==> src/hw/rtl/psim_div.sv <==
// Restoring signed divider, one quotient bit per cycle, with saturation.
// Truncates toward zero; zero divisor: flag and signed limit, 0 for 0/0.
`default_nettype none

module psim_div #(
    parameter int COORD_BITS = 24,
    parameter int NUM_BITS   = 58
) (
    input  wire logic                         i_clk,
    input  wire logic                         i_rst_n,
    input  wire logic                         i_start,
    input  wire logic signed [NUM_BITS-1:0]   i_num,
    input  wire logic signed [NUM_BITS-1:0]   i_den,
    output logic                              o_done,
    output logic                              o_zero,
    output logic signed [COORD_BITS-1:0]      o_quo
);

    localparam int DW = NUM_BITS + COORD_BITS;
    localparam int CW = $clog2(COORD_BITS + 1);
    localparam logic [COORD_BITS-1:0] MAXV = {1'b0, {(COORD_BITS - 1){1'b1}}};
    localparam logic [COORD_BITS-1:0] MINV = {1'b1, {(COORD_BITS - 1){1'b0}}};

    logic [NUM_BITS-1:0]   w_nmag, w_dmag;
    logic                  w_fit;

    logic                  r_busy, r_done;
    logic [CW-1:0]         r_cnt;
    logic [NUM_BITS-1:0]   r_rem;
    logic [DW-1:0]         r_den;
    logic [COORD_BITS-1:0] r_quo;
    logic                  r_neg, r_ovf, r_zero, r_upos, r_uneg;

    assign w_nmag = i_num[NUM_BITS-1] ? NUM_BITS'(-i_num) : NUM_BITS'(i_num);
    assign w_dmag = i_den[NUM_BITS-1] ? NUM_BITS'(-i_den) : NUM_BITS'(i_den);
    assign w_fit  = DW'(r_rem) >= r_den;

    always_ff @(posedge i_clk) begin
        if (!i_rst_n) begin
            r_busy <= 1'b0;
            r_done <= 1'b0;
        end else begin
            r_done <= 1'b0;
            if (i_start) begin
                r_busy <= (i_den != '0);
                r_done <= (i_den == '0);
            end else if (r_busy && (r_cnt == CW'(COORD_BITS))) begin
                r_busy <= 1'b0;
                r_done <= 1'b1;
            end
        end
    end

    always_ff @(posedge i_clk) begin
        if (i_start) begin
            r_zero <= (i_den == '0);
            r_upos <= !i_num[NUM_BITS-1] && (i_num != '0);
            r_uneg <= i_num[NUM_BITS-1];
            r_neg  <= i_num[NUM_BITS-1] ^ i_den[NUM_BITS-1];
            r_rem  <= w_nmag;
            r_den  <= {w_dmag, {COORD_BITS{1'b0}}};
            r_quo  <= '0;
            r_ovf  <= 1'b0;
            r_cnt  <= '0;
        end else if (r_busy) begin
            // first pass only checks that the quotient fits
            if (r_cnt == '0) begin
                r_ovf <= w_fit;
            end else if (w_fit) begin
                r_rem <= r_rem - r_den[NUM_BITS-1:0];
                r_quo <= {r_quo[COORD_BITS-2:0], 1'b1};
            end else begin
                r_quo <= {r_quo[COORD_BITS-2:0], 1'b0};
            end
            r_den <= r_den >> 1;
            r_cnt <= r_cnt + 1'b1;
        end
    end

    always_comb begin
        if (r_zero) begin
            o_quo = r_upos ? MAXV : (r_uneg ? MINV : '0);
        end else if (r_ovf) begin
            o_quo = r_neg ? MINV : MAXV;
        end else if (!r_neg) begin
            o_quo = r_quo[COORD_BITS-1] ? MAXV : r_quo;
        end else begin
            o_quo = (r_quo > MINV) ? MINV : COORD_BITS'(-r_quo);
        end
    end

    assign o_done = r_done;
    assign o_zero = r_zero;

endmodule

`default_nettype wire

==> config.mk <==
export PLATFORM = sky130hd
export DESIGN_NAME = psim_div
export DESIGN_NICKNAME = d
export VERILOG_FILES = /design/src/hw/rtl/psim_div.sv
export SDC_FILE = /design/constraint.sdc
export NUM_CORES = 1
export LEC_CHECK = 0
export BUFFER_PORTS_ARGS = -buffer_cell sky130_fd_sc_hd__buf_2
export CAP_MARGIN = 20
export CORE_MARGIN = 3
export CORE_UTILIZATION = 60
export DETAILED_ROUTE_END_ITERATION = 8
export PLACE_DENSITY = 0.79
export SLEW_MARGIN = 15
export SYNTH_ARGS = -nofsm -noshare
export SYNTH_HDL_FRONTEND = slang
export SYNTH_SLANG_ARGS = --single-unit
==> constraint.sdc <==
create_clock -name i_clk -period 10.3 [get_ports i_clk]
set_input_delay 1.545 -clock i_clk [delete_from_list [all_inputs] [get_ports i_clk]]
set_output_delay 1.545 -clock i_clk [all_outputs]
set_load 0.02 [all_outputs]
==> Word level (Yosys, flattened, before mapping) <==
Cells that the tools add are included.
{ "totals": {"reg_bits": 176, "inputBits": 119} }
{ "classes": {"add_sub_neg": 5, "magnitude_cmp": 2, "n_eq_ne": 2, "muxes": 21, "n_bitwise": 2, "n_reduce_logical": 13} }
{ "op_table": {"columns": ["op", "n"], "rows": [
  ["$mux 58", 6],
  ["$mux 24", 7],
  ["$mux 82", 2],
  ["$neg 58->58", 2],
  ["$reduce_bool 58->1", 2],
  ["$ge 58x82->1", 1],
  ["$logic_not 58->1", 1],
  ["$sub 58x58->58", 1],
  ["$gt 24x24->1 const B", 1],
  ["$neg 24->24", 1],
  ["$mux 23", 1],
  ["$reduce_bool 2->1", 3],
  ["$add 5x1->5 const B", 1],
  ["$eq 5x5->1 const B", 1],
  ["$logic_not 5->1", 1],
  ["$mux 1", 5],
  ["$reduce_and 2->1", 2],
  ["$reduce_and 3->1", 1],
  ["$logic_and 1x1->1", 2],
  ["$ne 2x2->1 const B", 1],
  ["$logic_not 1->1", 1],
  ["$not 1->1", 1],
  ["$xor 1x1->1", 1]
]} }

==> Logic depth before layout (Yosys ltp) <==
{ "logic_depth": {"ltp_word": 5, "mapped_depth": 13, "mapped_depth_nobuf": 13} }

==> Worst setup path before layout <==
No wires, ideal clock.
{ "synth_path": {"path_type": "register -> output", "start": "reg r_quo[15]", "end": "out o_quo[5]", "arrival_time_ns": 3.103, "required_time_ns": 8.755, "setup_slack_ns": 5.652, "path_stages_with_launch": 12, "n_path_buf": 1, "path_cell_list": "dfxtp_1 -> or3_1 -> or3_1 -> or4_1 -> nand2b_1 -> o21ai_1 -> nor3b_2 -> buf_2 -> nand2_1 -> o21ai_0 -> a21oi_1 -> nor2_1"} }
{ "synth_between": {"elab_chain_len": 5} }
{ "synth_lines": {"columns": ["item", "line", "source"], "rows": [
  ["from (decl)", "31", "logic [COORD_BITS-1:0] r_quo;"],
  ["from (signal assigned)", "71", "r_quo <= {r_quo[COORD_BITS-2:0], 1'b1};"],
  ["from (signal assigned)", "73", "r_quo <= {r_quo[COORD_BITS-2:0], 1'b0};"],
  ["$gt 24x24->1", "88", "o_quo = (r_quo > MINV) ? MINV : COORD_BITS'(-r_quo);"],
  ["$mux 24", "88", null],
  ["$mux 24", "85", "end else if (!r_neg) begin"],
  ["$mux 24", "83", "end else if (r_ovf) begin"],
  ["$mux 24", "81", "if (r_zero) begin"],
  ["to (decl)", "16", "output logic signed [COORD_BITS-1:0] o_quo"]
]} }
Every way passes these cells.

==> Worst setup path in the final report <==
{ "layout_path": {"start": "reg r_quo[15]", "end": "out o_quo[10]"} }
The elaborated chain is that of the path after synthesis.

==> metrics.md <==
| Metric | Value |
|---|---|
| Setup TNS | 0 ns |
| Synth top area share | 26.4% |
| Part of the power in registers | 38.0% |
| Final min period | 5.35 ns |
| Leak | 5.86 nW |
| Clk slew on worst S/H paths | 0.07 ns |
| Hold Crit Depth | 2 |
| Worst-Margin Slew | 1.03 ns |
| Sw power | 0.813 mW |
| Worst Hold End | r_quo[1]$_SDFFE_PP0P_ |
| Dpl cells | 2037 |
| F_max | 0.187 GHz |
| Share of cells above drive strength 1 | 12.1% |
| Total track usage | 28.7% |
| FILL cells | 1872 |
| WP buf/inv | 1 |
| Slew headroom | 31.0% |
| Worst path required time | 8.76 ns |
| Max_cap viols | 0 |
| DRC | 0 |
| CTS root buffer | clkbuf_16 |
| Period utilization | 51.9% |
| DR WL/cell | 17.2 um |
| Total number of vias | 12628 |
| H-tree Lvls | 4 |
| Clock Skew | 0.0141 ns |
| Drt pass-1 iters | 6 |
| Worst Reg-to-Reg Cells | 14 |
| Final Hold Fails | 0 |
| Syn Nets | 1876 |
| PwrDens | 155 mW/mm2 |
| CP Capture Type | primary output |
| Post-synth EDFFs | 120 |
| Post-CTS setup buffers | 0 |
| Commonest cells in the netlist | nand2_1, o21ai_0, a21oi_1 |
| Outcome | complete, no violations |
| Clk_lat worst skew | 0.44 ns |
| Yosys reg bits | 176 |
| Post-cts sizing count | 0 |
| Crit-path max cell delay | 0.51 ns |
| Die footprint | 0.0246 mm2 |
| Worst EP arrival | 3.80 ns |
| Async S/R FF share, synth | 0% |
| Detail Route Antenna Nets | 0 |
| Core Footprint | 0.0221 mm2 |
| Synth Warn # | 0 |
| Number of global-route vias before repair | 11596 |
| Hold crit path type | flip-flop to flip-flop |
| DR iter-0 viols | 1093 |
| Comb pwr share | 34.9% |
| Leading area contributor after synthesis | edfxtp_1 |
| Clock share of power | 27.1% |
| CTS tree | done |
| Die W | 157 um |
| Global placement routability congestion | 0.949 |
| Initial antenna violation count | 2 |
| Ports | 145 |
| Synthesized area | 0.0136 mm2 |
| Most used DFF post-synth | edfxtp_1 |
| Routed vias/inst | 6.09 |
| Fin. max-slew vios | 0 |
| Cell variety after synth | 67 |
| Reg2Reg Setup Slack | 5.61 ns |
| Sw Ratio | 35.0% |
| Critical-path cell list | or3_1 > or3_1 > or4_1 > nand2b_1 > o21ai_1 > nor2b_1 > nand2_1 > o21ai_0 > a21oi_1 > a21oi_1 > buf_2 |
| # rows | 54 |
| Area Growth Syn to Fin | 10.3% |
| Most common cell in the netlist | nand2_1 |
| Critical path's slowest cell | or4_1 |
| Crit Path Max Fanout | 11 |
| Largest net degree at the start of global routing | 82 |
| Sequential area share after synthesis | 34.7% |
| CTS Hold Buffers Added | 0 |
| First-pass GRT wire length | 57200 um |
| Clock Sinks | 176 |
| CP startpoint | r_quo[15]$_SDFFE_PP0P_ |
| Post-Layout Cell Count | 2072 |
| Int Power | 1.51 mW |
| Port buffer count | 144 |
| Final HPWL from detailed placement | 26100 um |
| Critical Path Stages | 11 |
| Chip Height | 157 um |
| Nets | 1961 |
| Worst R2R End | r_rem[7]$_DFFE_PP_ |
| Syn Area/Cell | 8.05 um2 |
| Gate Count Post-Synth | 1693 |
| Initial Util | 61.7% |
| Worst setup path category | flip-flop to primary output |
| Clock buffer depth | 2 |
| # setup viols final | 0 |
| Largest delay share family, worst path | simple AND/OR/NAND/NOR gates |
| RSZ-0062 raised after global routing | false |
| Crit Reg-Reg Startpoint | r_rem[0]$_DFFE_PP_ |
| Congestion Overflow GR | 0 |
| Setup crit start kind | flip-flop |
| Ranking of synthesized cells by area | edfxtp_1, dfxtp_1, nand2_1, xnor2_1, o21ai_0 |
| Routed WL | 35700 um |
| TritonCTS buffer count | 17 |
| Maximum vdd drop | 0.125 mV |
| HP Start | r_quo[1]$_SDFFE_PP0P_ |
[routing by layer]
metal	GRT usage (%)	part of all wire (%)
met5	0	0.036
met1	38.4	43
met2	47.4	48
met3	4.09	5.7
met4	10.4	2.9
[kinds of logic (layout without fill, tap and decap cells)]
group / after synthesis / after routing / share of synthesized area (%)
flops: 176 / 176 / 34.7
compound gates: 483 / 483 / 21.1
fa+ha+maj: 64 / 64 / 5.93
buf+inv: 175 / 273 / 4.84
mux: 29 / 29 / 2.13
xor+xnor: 173 / 173 / 11.1
other cells: 0 / 1 / 0
simple gates: 593 / 593 / 20.2
[registers in the layout, indices dropped and copies added, names as in the netlist]
signal	flops
o_done	1
o_zero	1
r_busy	1
r_cnt	5
r_den	82
r_neg	1
r_ovf	1
r_quo	24
r_rem	58
r_uneg	1
r_upos	1
[worst reg2reg max path, delay by kind of cell (launching register included)]
family | cells | cell delay [ns]
AOI/OAI and AO/OA | 6 | 1.96
adders and majority gates | 2 | 0.63
DFF | 1 | 0.33
buffers and inverters | 2 | 0.68
and+or+nand+nor | 4 | 0.67
[power groups by stage]
stage	registers, mW	clock network (mW)	logic, mW
final	0.884	0.630	0.811
after detailed placement	0.898	0	0.792
after floorplan	0.884	0	0.597
after CTS	0.883	0.634	0.800
after global placement	0.896	0	0.782
after global routing	0.890	0.660	0.899
[worst max path at each step]
stage	endpoint	slack, ns
after floorplan	o_quo[5]	5.65
after global placement	o_quo[4]	5.13
after detailed placement	o_quo[4]	5.12
after CTS	o_quo[4]	4.63
after global routing	o_quo[12]	4.65
final	o_quo[10]	4.95
[per-stage QoR]
stage	area [um2]	setup WS [ns]	util [%]	total power [mW]	hold slack, ns
2_1_floorplan	13600	5.65	-	1.48	0.458
3_3_place_gp	14400	5.13	65.4	1.68	0.474
3_5_place_dp	14400	5.12	65.4	1.69	0.479
4_1_cts	15000	4.63	67.9	2.32	0.493
5_1_grt	15000	4.65	68.0	2.45	0.522
6_report	15000	4.95	68.0	2.33	0.501
[layout by cell type, fill, tap and decap left out, drive strengths merged, types with 20 or more instances in the layout]
| master | instances |
|---|---|
| a21o | 28 |
| a21oi | 146 |
| buf | 155 |
| clkbuf | 20 |
| dfxtp | 56 |
| edfxtp | 120 |
| ha | 63 |
| inv | 88 |
| mux2i | 29 |
| nand2 | 271 |
| nand4 | 28 |
| nor2 | 121 |
| nor3 | 26 |
| o21ai | 176 |
| o31ai | 39 |
| or3 | 34 |
| xnor2 | 108 |
| xor2 | 65 |
[area by class of cell]
type | count | area (um2) | share of cell area (%)
Timing Repair Buffer | 155 | 822 | 5.47
Tap cell | 280 | 350 | 2.33
Sequential cell | 176 | 4730 | 31.4
Clock inverter | 12 | 109 | 0.724
Clock buffer | 20 | 447 | 2.97
Inverter | 86 | 323 | 2.15
Multi-Input combinational cell | 1342 | 8250 | 54.9
Antenna cell | 1 | 2.50 | 0.0166
Note: power is estimated with default switching activity, not from simulation.
