--- src/hw/rtl/psim_pkg.sv ---
// Shared types and constants of the pose similarity point transform.
// Holds the sequencer state type, the micro-op ROM and the CORDIC arctangent table.
// Depends on nothing; the files that use it refer to it by scoped names.
`default_nettype none

package psim_pkg;

    localparam int SCALE_BITS   = 16;
    localparam int TRIG_BITS    = 32;
    localparam int ACC_BITS     = 33;
    localparam int MUL_BITS     = 33;
    localparam int PROD_BITS    = 2 * MUL_BITS;
    localparam int PERSP_BITS   = 32;
    localparam int CFG_IDX_BITS = 3;
    localparam int DIM          = 3;
    localparam int NPERSP       = 4;
    localparam int MAT_ENTRIES  = DIM * DIM;

    localparam logic signed [33:0] CORDIC_K = 34'sd652032874;
    localparam logic signed [31:0] ONE_Q24  = 32'sh0100_0000;
    localparam logic signed [31:0] PERSP_W_RESET = 32'sh0001_0000;

    // configuration register indexes
    localparam logic [CFG_IDX_BITS-1:0] CFG_THREE_D = 3'd0;
    localparam logic [CFG_IDX_BITS-1:0] CFG_PERSP_X = 3'd1;
    localparam logic [CFG_IDX_BITS-1:0] CFG_PERSP_Y = 3'd2;
    localparam logic [CFG_IDX_BITS-1:0] CFG_PERSP_Z = 3'd3;
    localparam logic [CFG_IDX_BITS-1:0] CFG_PERSP_W = 3'd4;

    typedef enum logic [3:0] {
        S_IDLE,
        S_TRIG,
        S_TRIG_WAIT,
        S_POSE_MUL,
        S_POSE_APPLY,
        S_PT_MUL,
        S_PT_ACC,
        S_DIV_START,
        S_DIV_WAIT,
        S_OUT
    } t_state;

    typedef enum logic [3:0] {
        U_END,
        U_SET,
        U_SETNEG,
        U_LOAD,
        U_ADD,
        U_SUB,
        U_SYSP,
        U_CYSP,
        U_ENTRY
    } t_uop_kind;

    typedef enum logic [2:0] {
        SRC_SY,
        SRC_CY,
        SRC_SP,
        SRC_CP,
        SRC_SR,
        SRC_CR,
        SRC_SYSP,
        SRC_CYSP
    } t_src;

    typedef struct packed {
        t_uop_kind   kind;
        t_src        a;
        t_src        b;
        logic [3:0]  dst;
    } t_uop;

    function automatic t_uop mk(input t_uop_kind k, input t_src a, input t_src b,
                                input logic [3:0] d);
        t_uop u;
        u.kind = k;
        u.a    = a;
        u.b    = b;
        u.dst  = d;
        return u;
    endfunction

    // Matrix build program: 2D uses yaw only, 3D the yaw-pitch-roll product.
    function automatic t_uop uop_rom(input logic three_d, input logic [4:0] step);
        t_uop u;
        u = mk(U_END, SRC_SY, SRC_SY, 4'd0);
        if (!three_d) begin
            case (step)
                5'd0:    u = mk(U_SET,    SRC_CY, SRC_CY, 4'd0);
                5'd1:    u = mk(U_ENTRY,  SRC_CY, SRC_CY, 4'd0);
                5'd2:    u = mk(U_ENTRY,  SRC_CY, SRC_CY, 4'd4);
                5'd3:    u = mk(U_SET,    SRC_SY, SRC_SY, 4'd0);
                5'd4:    u = mk(U_ENTRY,  SRC_SY, SRC_SY, 4'd1);
                5'd5:    u = mk(U_SETNEG, SRC_SY, SRC_SY, 4'd0);
                5'd6:    u = mk(U_ENTRY,  SRC_SY, SRC_SY, 4'd3);
                default: u = mk(U_END,    SRC_SY, SRC_SY, 4'd0);
            endcase
        end else begin
            case (step)
                5'd0:    u = mk(U_SYSP,   SRC_SY,   SRC_SP, 4'd0);
                5'd1:    u = mk(U_CYSP,   SRC_CY,   SRC_SP, 4'd0);
                5'd2:    u = mk(U_LOAD,   SRC_CP,   SRC_CR, 4'd0);
                5'd3:    u = mk(U_ENTRY,  SRC_SY,   SRC_SY, 4'd0);
                5'd4:    u = mk(U_LOAD,   SRC_CP,   SRC_SR, 4'd0);
                5'd5:    u = mk(U_ENTRY,  SRC_SY,   SRC_SY, 4'd1);
                5'd6:    u = mk(U_SETNEG, SRC_SP,   SRC_SP, 4'd0);
                5'd7:    u = mk(U_ENTRY,  SRC_SY,   SRC_SY, 4'd2);
                5'd8:    u = mk(U_LOAD,   SRC_SYSP, SRC_CR, 4'd0);
                5'd9:    u = mk(U_SUB,    SRC_CY,   SRC_SR, 4'd0);
                5'd10:   u = mk(U_ENTRY,  SRC_SY,   SRC_SY, 4'd3);
                5'd11:   u = mk(U_LOAD,   SRC_SYSP, SRC_SR, 4'd0);
                5'd12:   u = mk(U_ADD,    SRC_CY,   SRC_CR, 4'd0);
                5'd13:   u = mk(U_ENTRY,  SRC_SY,   SRC_SY, 4'd4);
                5'd14:   u = mk(U_LOAD,   SRC_SY,   SRC_CP, 4'd0);
                5'd15:   u = mk(U_ENTRY,  SRC_SY,   SRC_SY, 4'd5);
                5'd16:   u = mk(U_LOAD,   SRC_CYSP, SRC_CR, 4'd0);
                5'd17:   u = mk(U_ADD,    SRC_SY,   SRC_SR, 4'd0);
                5'd18:   u = mk(U_ENTRY,  SRC_SY,   SRC_SY, 4'd6);
                5'd19:   u = mk(U_LOAD,   SRC_CYSP, SRC_SR, 4'd0);
                5'd20:   u = mk(U_SUB,    SRC_SY,   SRC_CR, 4'd0);
                5'd21:   u = mk(U_ENTRY,  SRC_SY,   SRC_SY, 4'd7);
                5'd22:   u = mk(U_LOAD,   SRC_CY,   SRC_CP, 4'd0);
                5'd23:   u = mk(U_ENTRY,  SRC_SY,   SRC_SY, 4'd8);
                default: u = mk(U_END,    SRC_SY,   SRC_SY, 4'd0);
            endcase
        end
        return u;
    endfunction

    // arctan(2^-i) with a full turn of 2^32
    function automatic logic [31:0] atan_q32(input logic [4:0] i);
        logic [31:0] v;
        case (i)
            5'd0:    v = 32'h2000_0000;
            5'd1:    v = 32'h12E4_051E;
            5'd2:    v = 32'h09FB_385B;
            5'd3:    v = 32'h0511_11D4;
            5'd4:    v = 32'h028B_0D43;
            5'd5:    v = 32'h0145_D7E1;
            5'd6:    v = 32'h00A2_F61E;
            5'd7:    v = 32'h0051_7C55;
            5'd8:    v = 32'h0028_BE53;
            5'd9:    v = 32'h0014_5F2F;
            5'd10:   v = 32'h000A_2F98;
            5'd11:   v = 32'h0005_17CC;
            5'd12:   v = 32'h0002_8BE6;
            5'd13:   v = 32'h0001_45F3;
            5'd14:   v = 32'h0000_A2FA;
            5'd15:   v = 32'h0000_517D;
            5'd16:   v = 32'h0000_28BE;
            5'd17:   v = 32'h0000_145F;
            5'd18:   v = 32'h0000_0A30;
            5'd19:   v = 32'h0000_0518;
            5'd20:   v = 32'h0000_028C;
            5'd21:   v = 32'h0000_0146;
            5'd22:   v = 32'h0000_00A3;
            5'd23:   v = 32'h0000_0051;
            default: v = 32'h0000_0000;
        endcase
        return v;
    endfunction

endpackage

`default_nettype wire

--- src/hw/rtl/psim_cordic.sv ---
// Iterative rotation-mode CORDIC giving sine and cosine in Q2.30.
// One micro-rotation per cycle; uses the arctangent table of psim_pkg.
`default_nettype none

module psim_cordic #(
    parameter int ANGLE_BITS      = 16,
    parameter int TRIG_ITERATIONS = 16
) (
    input  wire logic                   i_clk,
    input  wire logic                   i_rst_n,
    input  wire logic                   i_start,
    input  wire logic [ANGLE_BITS-1:0]  i_angle,
    output logic                        o_done,
    output logic signed [31:0]          o_sin,
    output logic signed [31:0]          o_cos
);

    localparam int IW = $clog2(TRIG_ITERATIONS + 1);

    logic [31:0]        w_a;
    logic               w_neg;
    logic signed [31:0] w_z0;
    logic signed [33:0] w_dx, w_dy, w_atan;

    logic               r_busy, r_done, r_neg;
    logic [IW-1:0]      r_iter;
    logic signed [33:0] r_x, r_y, r_z;

    // angles in the left half-plane turn by half a turn, result negated
    assign w_a    = {i_angle, {(32 - ANGLE_BITS){1'b0}}};
    assign w_neg  = (w_a[31:30] == 2'b01) || (w_a[31:30] == 2'b10);
    assign w_z0   = {w_a[31] ^ w_neg, w_a[30:0]};
    assign w_dx   = r_y >>> r_iter;
    assign w_dy   = r_x >>> r_iter;
    assign w_atan = {2'b00, psim_pkg::atan_q32(5'(r_iter))};

    always_ff @(posedge i_clk) begin
        if (!i_rst_n) begin
            r_busy <= 1'b0;
            r_done <= 1'b0;
        end else begin
            r_done <= 1'b0;
            if (i_start) begin
                r_busy <= 1'b1;
            end else if (r_busy && (r_iter == IW'(TRIG_ITERATIONS - 1))) begin
                r_busy <= 1'b0;
                r_done <= 1'b1;
            end
        end
    end

    always_ff @(posedge i_clk) begin
        if (i_start) begin
            r_x    <= psim_pkg::CORDIC_K;
            r_y    <= '0;
            r_z    <= 34'(w_z0);
            r_neg  <= w_neg;
            r_iter <= '0;
        end else if (r_busy) begin
            if (!r_z[33]) begin
                r_x <= r_x - w_dx;
                r_y <= r_y + w_dy;
                r_z <= r_z - w_atan;
            end else begin
                r_x <= r_x + w_dx;
                r_y <= r_y - w_dy;
                r_z <= r_z + w_atan;
            end
            r_iter <= r_iter + 1'b1;
        end
    end

    assign o_done = r_done;
    assign o_sin  = r_neg ? 32'(-r_y) : 32'(r_y);
    assign o_cos  = r_neg ? 32'(-r_x) : 32'(r_x);

endmodule

`default_nettype wire

--- config.mk ---
export PLATFORM = sky130hd
export DESIGN_NAME = psim_cordic
export DESIGN_NICKNAME = d
export VERILOG_FILES = /design/src/hw/rtl/psim_pkg.sv /design/src/hw/rtl/psim_cordic.sv
export SDC_FILE = /design/constraint.sdc
export NUM_CORES = 1
export LEC_CHECK = 0
export ABC_AREA = 0
export BUFFER_PORTS_ARGS = -buffer_cell sky130_fd_sc_hd__buf_2
export CORE_ASPECT_RATIO = 0.7
export CORE_MARGIN = 4
export CORE_UTILIZATION = 30
export DETAILED_ROUTE_END_ITERATION = 8
export PLACE_DENSITY = 0.41
export SETUP_SLACK_MARGIN = 0.1
export SLEW_MARGIN = 20
export SYNTH_ARGS = -nofsm -noshare
export SYNTH_HDL_FRONTEND = slang
export SYNTH_SLANG_ARGS = --single-unit
--- constraint.sdc ---
create_clock -name i_clk -period 6.7 [get_ports i_clk]
set_clock_uncertainty 0.1 [all_clocks]
set_input_delay 1.005 -clock i_clk [delete_from_list [all_inputs] [get_ports i_clk]]
set_output_delay 1.005 -clock i_clk [all_outputs]
set_load 0.005 [all_outputs]
Yosys cells after proc, flatten, opt, wreduce, memory -nomap -nowiden
Memories as Yosys holds them, arrays and structs flattened. A register that Yosys moved wholly into a read port is not among the register bits.
Index checks and enable logic that the tools add are counted.
{"block": "word_totals", "word_cells": 42, "register_bits": 110, "inputBits": 19, "mem_count": 1, "output_inout_bits": 65, "mem_bits_ro": 960}
{"block": "op_classes", "n_reduce_logical": 5, "mux": 12, "addsub": 9, "n_eq_ne": 3, "n_shift": 2, "bitwise": 2}
{"memory": "(no name shown)", "words": 32, "width": 30, "read_ports": 1, "rd_ports_with_merged_regs": 1, "write_ports": 0, "line_no": "psim_pkg.sv:133", "source": "case (i)"}
{"operator": "$mux 34", "n": 5}
{"operator": "$add 34x34->34", "n": 2}
{"operator": "$sshr 34x5->34", "n": 2}
{"operator": "$sub 34x34->34", "n": 2}
{"operator": "$mux 32", "n": 2}
{"operator": "$neg 32->32", "n": 2}
{"operator": "$add 34x33->34", "n": 1}
{"operator": "$sub 34x33->34", "n": 1}
{"operator": "$mux 5", "n": 2}
{"operator": "$add 5x1->5 const B", "n": 1}
{"operator": "$eq 5x4->1 const B", "n": 1}
{"operator": "$reduce_bool 2->1", "n": 2}
{"operator": "$mux 1", "n": 3}
{"operator": "$eq 2x1->1 const B", "n": 1}
{"operator": "$eq 2x2->1 const B", "n": 1}
{"operator": "$reduce_or 2->1", "n": 1}
{"operator": "$logic_and 1x1->1", "n": 1}
{"operator": "$logic_or 1x1->1", "n": 1}
{"operator": "$not 1->1", "n": 1}
{"operator": "$xor 1x1->1", "n": 1}

Longest topological paths before layout
Gate-level depths: netlist (run 1).
{"block": "logic_depth", "word_depth": 4, "ltp_mapped": 29, "mapped_depth_nobuf": 25}

Least setup slack after synthesis (run 1)
OpenSTA, ideal clock, no wires.
{"block": "synth_timing", "path_kind": "register -> register", "startpoint": "register r_iter[1]", "endpoint": "register r_y[33]", "path_stages_with_launch": 30, "path_slack_ps": 794, "synth_period_minus_slack_ps": 5906, "setup_time_ps": 121, "n_path_buf": 5, "t_required_ps": 6479, "arrival_ps": 5685, "cell_sequence": "dfxtp_1 > buf_6 > buf_4 > buf_4 > buf_2 > mux4_2 > a32oi_1 > o21ai_0 > a211oi_1 > ha_1 > inv_1 > a2111oi_0 > and4bb_2 > and4_1 > o211a_1 > nor2_1 > xor2_1 > ha_1 > clkbuf_1 > a21o_1 > a21o_1 > a21oi_1 > nor3b_1 > a311oi_1 > o21a_1 > o21bai_1 > o21ai_0 > and2_1 > mux2i_1 > mux2_2"}
{"block": "synth_between", "elab_chain_cells": 3, "word_cells_on_any_way": 4, "cone_classes": "add/sub: 2; shift: 1; mux: 1"}
{"element": "start, declared", "line_no": "psim_cordic.sv:26", "source": "logic [IW-1:0] r_iter;"}
{"element": "start signal, assigned", "line_no": "psim_cordic.sv:69", "source": "r_iter <= r_iter + 1'b1;"}
{"element": "$sshr 34x5->34 *", "line_no": "psim_cordic.sv:34", "source": "assign w_dy = r_x >>> r_iter;"}
{"element": "$add 34x34->34 or $sub 34x34->34 (tied branches)", "line_no": "psim_cordic.sv:62, psim_cordic.sv:66"}
{"element": "$mux 34 *", "line_no": "psim_cordic.sv:60", "source": "if (!r_z[33]) begin"}
{"element": "end signal, assigned", "line_no": "psim_cordic.sv:62", "source": "r_y <= r_y + w_dy;"}
{"element": "end signal, assigned", "line_no": "psim_cordic.sv:66", "source": "r_y <= r_y - w_dy;"}
{"element": "end, declared", "line_no": "psim_cordic.sv:27", "source": "logic signed [33:0] r_x, r_y, r_z;"}
Mark *: on every way between the ends. The rest lies on a longest branch, timed or not.
A chain may end at the register's enable or synchronous reset.

Final worst setup path (run 1)
{"block": "layout_timing", "startpoint": "register r_iter[0]", "endpoint": "register r_y[33]"}
The elaborated chain is that of the path after synthesis.

==> out/results.tsv, run 1 <==
metric	value	unit
syn_avg_cell_area	7.98	um^2
grt_pass1_wl	127	mm
crit_chain	buf_4 > mux4_1 > mux4_2 > or3b_1 > o21ai_0 > and2_4 > a21oi_1 > xnor2_2 > ha_1 > and2_1 > a221o_1 > nand3b_1 > o211ai_1 > a311oi_1 > buf_4 > o21a_1 > o21bai_1 > o21ai_1 > and2_1 > mux2i_1 > mux2_2	
power.switching	5.47	mW
antenna_found_initial	1	
layout_setup_ws	0.317	ns
io_buffers	83	
powerDensity	477	nW/um^2
cts_tree	done	
syn_nets	2513	
ys_warn_count	0	
swShare	51.3	%
die-area	67400	um^2
period_needed	6.38	ns
status	completed	
die_y	218	um
hold_viol	0	
die_w	309	um
cts.clk_slew.worst_paths	0.08	ns
drt-initial-drc-count	2511	
slowest_stage	mux4_1	
ys_top_cells_by_area	dfxtp_1, mux4_2, ha_1	
initial_utilization	30.6	%
cap_violations	0	
tns	0	ns
tightest_slew	1.06	ns
grtUsageMet2	32.3	%
reg2reg_depth	21	
yosysTopAreaCell	dfxtp_1	
drive_gt1_share	22.0	%
cp-startpoint	r_iter[0]	
clock_path_buffers	2	
place_congestion	0.989	
p_leak	9.28	nW
dpl.hpwl	67.8	mm
syn_inst	2378	
synth_common_cells	nor2_1, nand2_1, a21oi_1	
drc	0	
seq_area_frac_synth	15.8	%
clock_latency	0.50	ns
grt_overflow	0	
grt_usage	25.3	%
synthesis.area	19000	um^2
cts_max_level	4	
start_kind	register	
via_per_inst	5.88	
cp_slowest_stage_delay	0.68	ns
totalWireLength	87.4	mm
post-route-period-util	95.3	%
grt_max_degree	67	
vias	19900	
ys_ff_latch	140	
syn2layout_area_growth	17.6	%
ys.flop_type	dfxtp_1	
grt_pass1_vias	18100	
fmax	157	MHz
synth_top_area_share	12.8	%
ir_worst_vdd	0.228	mV
slew_headroom	27.7	%
end_kind	register	
grtUsageMet1	41.9	%
arrival	6.67	ns
hp-class	reg -> reg	
fin_nets	2679	
worstReg2RegStart	r_iter[0]	
synth_cell_types	95	
drtPass1Iterations	5	
sequentialPowerShare	13.4	%
cts.sinks	140	
reg2reg_setup_slack	0.32	ns
r2r_end	r_y[33]	
path_max_fanout	16	
cts_root_buf	clkbuf_16	
synthMostInstantiatedCell	nor2_1	
p_int	5.18	mW
rows	76	
core_area	62100	um^2
p_clk_share	9.6	%
post-place-ws	0.151	ns
slew_viol_final	0	
wire_per_inst	25.9	um
rsz0062_at_grt	true	
cp_data_required_time	6.99	ns
antenna_left	0	
top_usage_layer	met1	
crit_type	reg -> reg	
numCtsBuffers	17	
synth-edff-count	19	
ios	84	
cp.depth	21	
crit_family	compound AO/OA/AOI/OAI gates	
finalSetupViolCount	0	
worstSetupEndpoint	r_y[33]	
p_comb_share	76.9	%
grtUsageMet3	6.24	%
worst-path-buf-inv	2	
async_flop_share	0	%
[per-layer routing]
layer | wire, um | up-vias
met5 | 0 | -
met4 | 884 | 0
met3 | 8610 | 50
met2 | 31800 | 906
met1 | 46100 | 9796
li1 | - | 9125
[worst min path at each step]
stage | from | to | slack (ns) | depth (start not counted)
finish | r_z[11] | r_z[11] | 0.38 | 2
global route | r_z[11] | r_z[11] | 0.41 | 2
CTS | r_z[11] | r_z[11] | 0.38 | 2
detailed placement | r_z[11] | r_z[11] | 0.36 | 2
global placement | r_z[11] | r_z[11] | 0.35 | 2
floorplan | r_z[11] | r_z[11] | 0.33 | 2
[power groups by stage]
stage	combinational (mW)	clock, mW	sequential (mW)
finish	8.19	1.02	1.43
global placement	7.88	0	1.44
CTS	7.95	1.06	1.42
global route	8.86	1.08	1.45
detailed placement	7.90	0	1.44
floorplan	5.12	0	1.22
[cells in the final DEF (no fill, tap or decap), types with 19 or more instances in the layout]
master | synthesis | routed
o21a_1 | 30 | 30
mux4_2 | 75 | 77
nor2_1 | 247 | 244
or2_2 | 19 | 19
nand2b_1 | 23 | 23
or3_1 | 28 | 28
o22ai_1 | 27 | 27
nand3_1 | 29 | 29
and2_1 | 25 | 24
a21oi_1 | 185 | 183
o21ai_0 | 148 | 145
a211oi_1 | 30 | 28
buf_2 | 24 | 83
edfxtp_1 | 19 | 19
mux2_2 | 39 | 39
xor2_1 | 83 | 83
buf_4 | 14 | 236
ha_1 | 113 | 112
a21o_1 | 48 | 48
inv_1 | 58 | 56
dfxtp_1 | 121 | 115
xnor2_1 | 138 | 137
o31ai_1 | 30 | 30
a31oi_1 | 22 | 22
nor2b_1 | 25 | 23
and3_1 | 21 | 20
nand2_1 | 211 | 210
mux2i_1 | 85 | 79
nor3_1 | 44 | 42
[what timing repair did]
action                     in CTS  in global routing
gates resized for setup         1                 46
setup endpoints to repair       1                 17
buffers inserted                0                 21
pin swaps                       1                 11
cloned                          0                  1
hold buffers                    0                  0
[final cells by class]
type | count | area (um^2)
repair buffers | 333 | 2450
clock inverters | 11 | 109
well taps | 819 | 1020
diodes | 3 | 7.51
inverters | 63 | 236
multi-input cells | 1989 | 15000
flip-flops and latches | 140 | 3010
clock buffers | 21 | 470
fillers | 6454 | 39800
[worst min-delay path: cells and delay by family (launching register included)]
kind	cells	cell delay, ns
simple gates	1	0.05
flops	1	0.34
compound gates	1	0.06
[state kept, by name (all words and copies together) (netlist names)]
signal / flops
r_neg: 1
r_busy: 1
r_x: 34
w_atan: 30
r_y: 34
r_z: 34
r_iter: 5
o_done: 1
[logic make-up (layout without fill, tap and decap cells)]
| logic type | count (synthesis) | in the layout | share of synthesized area, % |
|---|---|---|---|
| XOR/XNOR | 221 | 221 | 10.2 |
| multiplexers | 217 | 217 | 18.0 |
| AND/OR/NAND/NOR | 739 | 739 | 18.5 |
| other | 0 | 3 | 0 |
| adder cells (fa/ha/maj) | 116 | 116 | 7.76 |
| buffers and inverters | 249 | 428 | 5.89 |
| AO/OA/AOI/OAI | 696 | 696 | 24.0 |
| flip-flops | 140 | 140 | 15.8 |
[per-stage QoR]
| step | hold WS (ns) | total power, mW | instances | utilization (%) | instance area, um^2 |
|---|---|---|---|---|---|
| detailed placement | 0.359 | 9.34 | 3322 | 34.4 | 21400 |
| floorplan | 0.332 | 6.34 | 2378 | - | 19000 |
| global route | 0.414 | 11.4 | 3376 | 36.0 | 22300 |
| finish | 0.378 | 10.6 | 3379 | 36.0 | 22300 |
| global placement | 0.347 | 9.32 | 3321 | 34.4 | 21400 |
| CTS | 0.380 | 10.4 | 3354 | 35.4 | 22000 |
(Power assumes the default switching activity.)
==> run 2: changes to the inputs <==
--- a/config.mk
+++ b/config.mk
@@ -11,4 +11,5 @@
 export CORE_MARGIN = 4
 export CORE_UTILIZATION = 30
+export CTS_BUF_LIST = sky130_fd_sc_hd__clkbuf_4
 export DETAILED_ROUTE_END_ITERATION = 8
 export PLACE_DENSITY = 0.41
==> constraint.sdc (replaced) <==
create_clock -name i_clk -period 6.7 [get_ports i_clk]
set_clock_uncertainty 0.1 [all_clocks]
set_input_delay 1.34 -clock i_clk [delete_from_list [all_inputs] [get_ports i_clk]]
set_output_delay 1.34 -clock i_clk [all_outputs]
set_load 0.005 [all_outputs]
==> run 2 against run 1 <==
Against the previous run: register-to-register slack got worse by 0.07 ns; flip-flop and latch count is the same; core utilization shrank 0.57 points; wire length decreased by 1.7%; die area did not move; fmax shrank 1.1%; largest cell class unchanged; highest routed layer is now met5.
==> out/results.tsv, run 2 (synthesized netlist as in run 1, its figures left out) <==
metric	value	unit	change
period_needed	6.45	ns	was 6.38 ns
grt_max_degree	51		was 67
slew_headroom	33.7	%	was 27.7%
postLayoutCoreUtil	35.4	%	was 36.0%
p_total	10.3	mW	was 10.6 mW
path_max_fanout	7		was 16
hold_viol	0		unchanged
numCtsBuffers	17		unchanged
cts_root_buf	clkbuf_4		was clkbuf_16
clock_path_buffers	2		unchanged
p_clk_share	6.8	%	was 9.6%
rows	76		unchanged
cts_tree	done		unchanged
finalSetupViolCount	0		unchanged
reg2reg_depth	25		was 21
tightest_slew	0.969	ns	was 1.06 ns
drtPass1Iterations	5		unchanged
start_kind	register		unchanged
layout_setup_ws	0.246	ns	was 0.317 ns
via_per_inst	5.82		was 5.88
power.switching	5.39	mW	was 5.47 mW
p_comb_share	79.6	%	was 76.9%
p_leak	9.11	nW	was 9.28 nW
regArea	3010	um^2	unchanged
antenna_left	0		unchanged
powerDensity	470	nW/um^2	was 477 nW/um^2
syn2layout_area_growth	15.7	%	was 17.6%
core_area	62100	um^2	unchanged
crit_type	reg -> reg		unchanged
io_buffers	83		unchanged
post-place-ws	0.0783	ns	was 0.151 ns
cts.clk_slew.worst_paths	0.18	ns	was 0.08 ns
antenna_found_initial	4		was 1
p_int	4.93	mW	was 5.18 mW
mostFrequentLayoutCell	nor2_1		unchanged
sequentialPowerShare	13.6	%	was 13.4%
end_kind	register		unchanged
grt_pass1_vias	17900		was 18,100
cts_max_level	4		unchanged
grt_overflow	0		unchanged
fmax	155	MHz	was 157 MHz
die-area	67400	um^2	unchanged
post-route-period-util	96.3	%	was 95.3%
final_cell_mix	nor2_1, buf_4, nand2_1		unchanged
die_w	309	um	unchanged
reg2reg_setup_slack	0.25	ns	was 0.32 ns
drt-initial-drc-count	2359		was 2,511
worstReg2RegStart	r_iter[0]		unchanged
cp_data_required_time	7.28	ns	was 6.99 ns
drc	0		unchanged
initial_utilization	30.6	%	unchanged
place_congestion	0.966		was 0.989
vias	19600		was 19,900
wire_per_inst	25.5	um	was 25.9 um
grt_pass1_wl	126	mm	was 127 mm
hold-path-cell-count	2		unchanged
status	completed		unchanged
clock_latency	0.79	ns	was 0.50 ns
top_regs	r_x x34, r_y x34, r_z x34		unchanged
dpl.hpwl	66.7	mm	was 67.8 mm
hp-class	reg -> reg		unchanged
rsz0062_at_grt	true		unchanged
r2r_end	r_y[33]		unchanged
worstHoldEndpoint	r_z[11]		unchanged
ir_worst_vdd	0.202	mV	was 0.228 mV
multi_input_area	15000	um^2	about the same
fin_nets	2673		was 2,679
swShare	52.2	%	was 51.3%
slew_viol_final	0		unchanged
hold_path_startpoint	r_z[11]		unchanged
fill_cells	6543		was 6,454
ios	84		unchanged
cts.sinks	140		unchanged
arrival	7.04	ns	was 6.67 ns
drive_gt1_share	21.5	%	was 22.0%
totalWireLength	85.9	mm	was 87.4 mm
grt_usage	25.1	%	was 25.3%
die_y	218	um	unchanged
whs	0.383	ns	was 0.378 ns
cap_violations	0		unchanged
==> run 2: changes by cell type in the layout (fill, tap and decap cells not counted), sizes merged <==
cell | previous run | this run
clkinvlp | 1 | 0
buf | 332 | 327
clkbuf | 22 | 17
clkinv | 9 | 11
inv | 63 | 64
bufinv | 1 | 3
==> run 2: worst max-delay path, cell delays in order (launching register included) <==
cell,delay (ns)
dfxtp_4,0.48
buf_12,0.14
mux4_2,0.55
a32o_1,0.24
a211oi_2,0.27
ha_1,0.23
inv_1,0.06
a2111oi_2,0.27
buf_4,0.18
and4bb_2,0.28
nor2b_2,0.18
a21oi_1,0.09
xnor2_1,0.16
ha_1,0.34
and2_1,0.17
a221o_1,0.34
nand3b_1,0.23
o211ai_1,0.49
a311oi_1,0.20
buf_4,0.18
o21a_1,0.21
o21bai_2,0.16
o21ai_0,0.13
and2_1,0.17
mux2i_1,0.15
mux2_2,0.34
==> run 2: worst max-delay path by stage <==
stage	from	end	slack, ns	cells past startpoint
2_1_floorplan	r_iter[1]	r_y[33]	0.79	29
3_3_place_gp	r_iter[0]	r_x[32]	-0.31	26
3_5_place_dp	r_iter[1]	r_x[33]	0.08	23
4_1_cts	r_iter[1]	r_y[33]	0.10	26
5_1_grt	r_iter[0]	r_y[33]	-0.03	26
6_report	r_iter[0]	r_y[33]	0.25	25
==> run 2: power by group through the flow <==
stage / Sequential (mW) / Clock, mW / Combinational, mW
finish: 1.40 / 0.703 / 8.22
floorplan: 1.22 / 0 / 5.12
global route: 1.43 / 0.761 / 8.89
CTS: 1.39 / 0.743 / 8.00
global placement: 1.42 / 0 / 7.95
detailed placement: 1.42 / 0 / 7.94
==> run 2: metrics by stage <==
step,area [um^2],setup TNS (ns),instances
global placement,21500,-1.52,3327
global route,22000,-0.0297,3373
detailed placement,21500,0,3328
floorplan,19000,0,2378
CTS,21800,0,3362
finish,22000,0,3373
==> run 2: metal layers <==
metal	vias up	routed length (um)	GRT usage, %
met5	-	13	0
met2	850	31200	31.4
met1	9591	45900	41.4
li1	9138	-	-
met3	55	7960	6.49
met4	2	869	4.25
==> run 2: layout make-up <==
cell class	count	area share (%)
tap	819	4.66
multi-input combinational	1989	68.1
clock buffer	17	0.581
sequential	140	13.7
timing repair buffer	327	11.0
clock inverter	15	0.843
inverter	63	1.08
antenna	3	0.0342
==> run 2: repair_timing <==
| action | CTS | global route |
|---|---|---|
| endpoints found under the hold margin | 0 | 0 |
| hold buffers | 0 | 0 |
| buffers inserted | 2 | 8 |
| gates resized for setup | 3 | 21 |
| pin swaps | 1 | 7 |
| endpoints found under the setup margin | 2 | 20 |
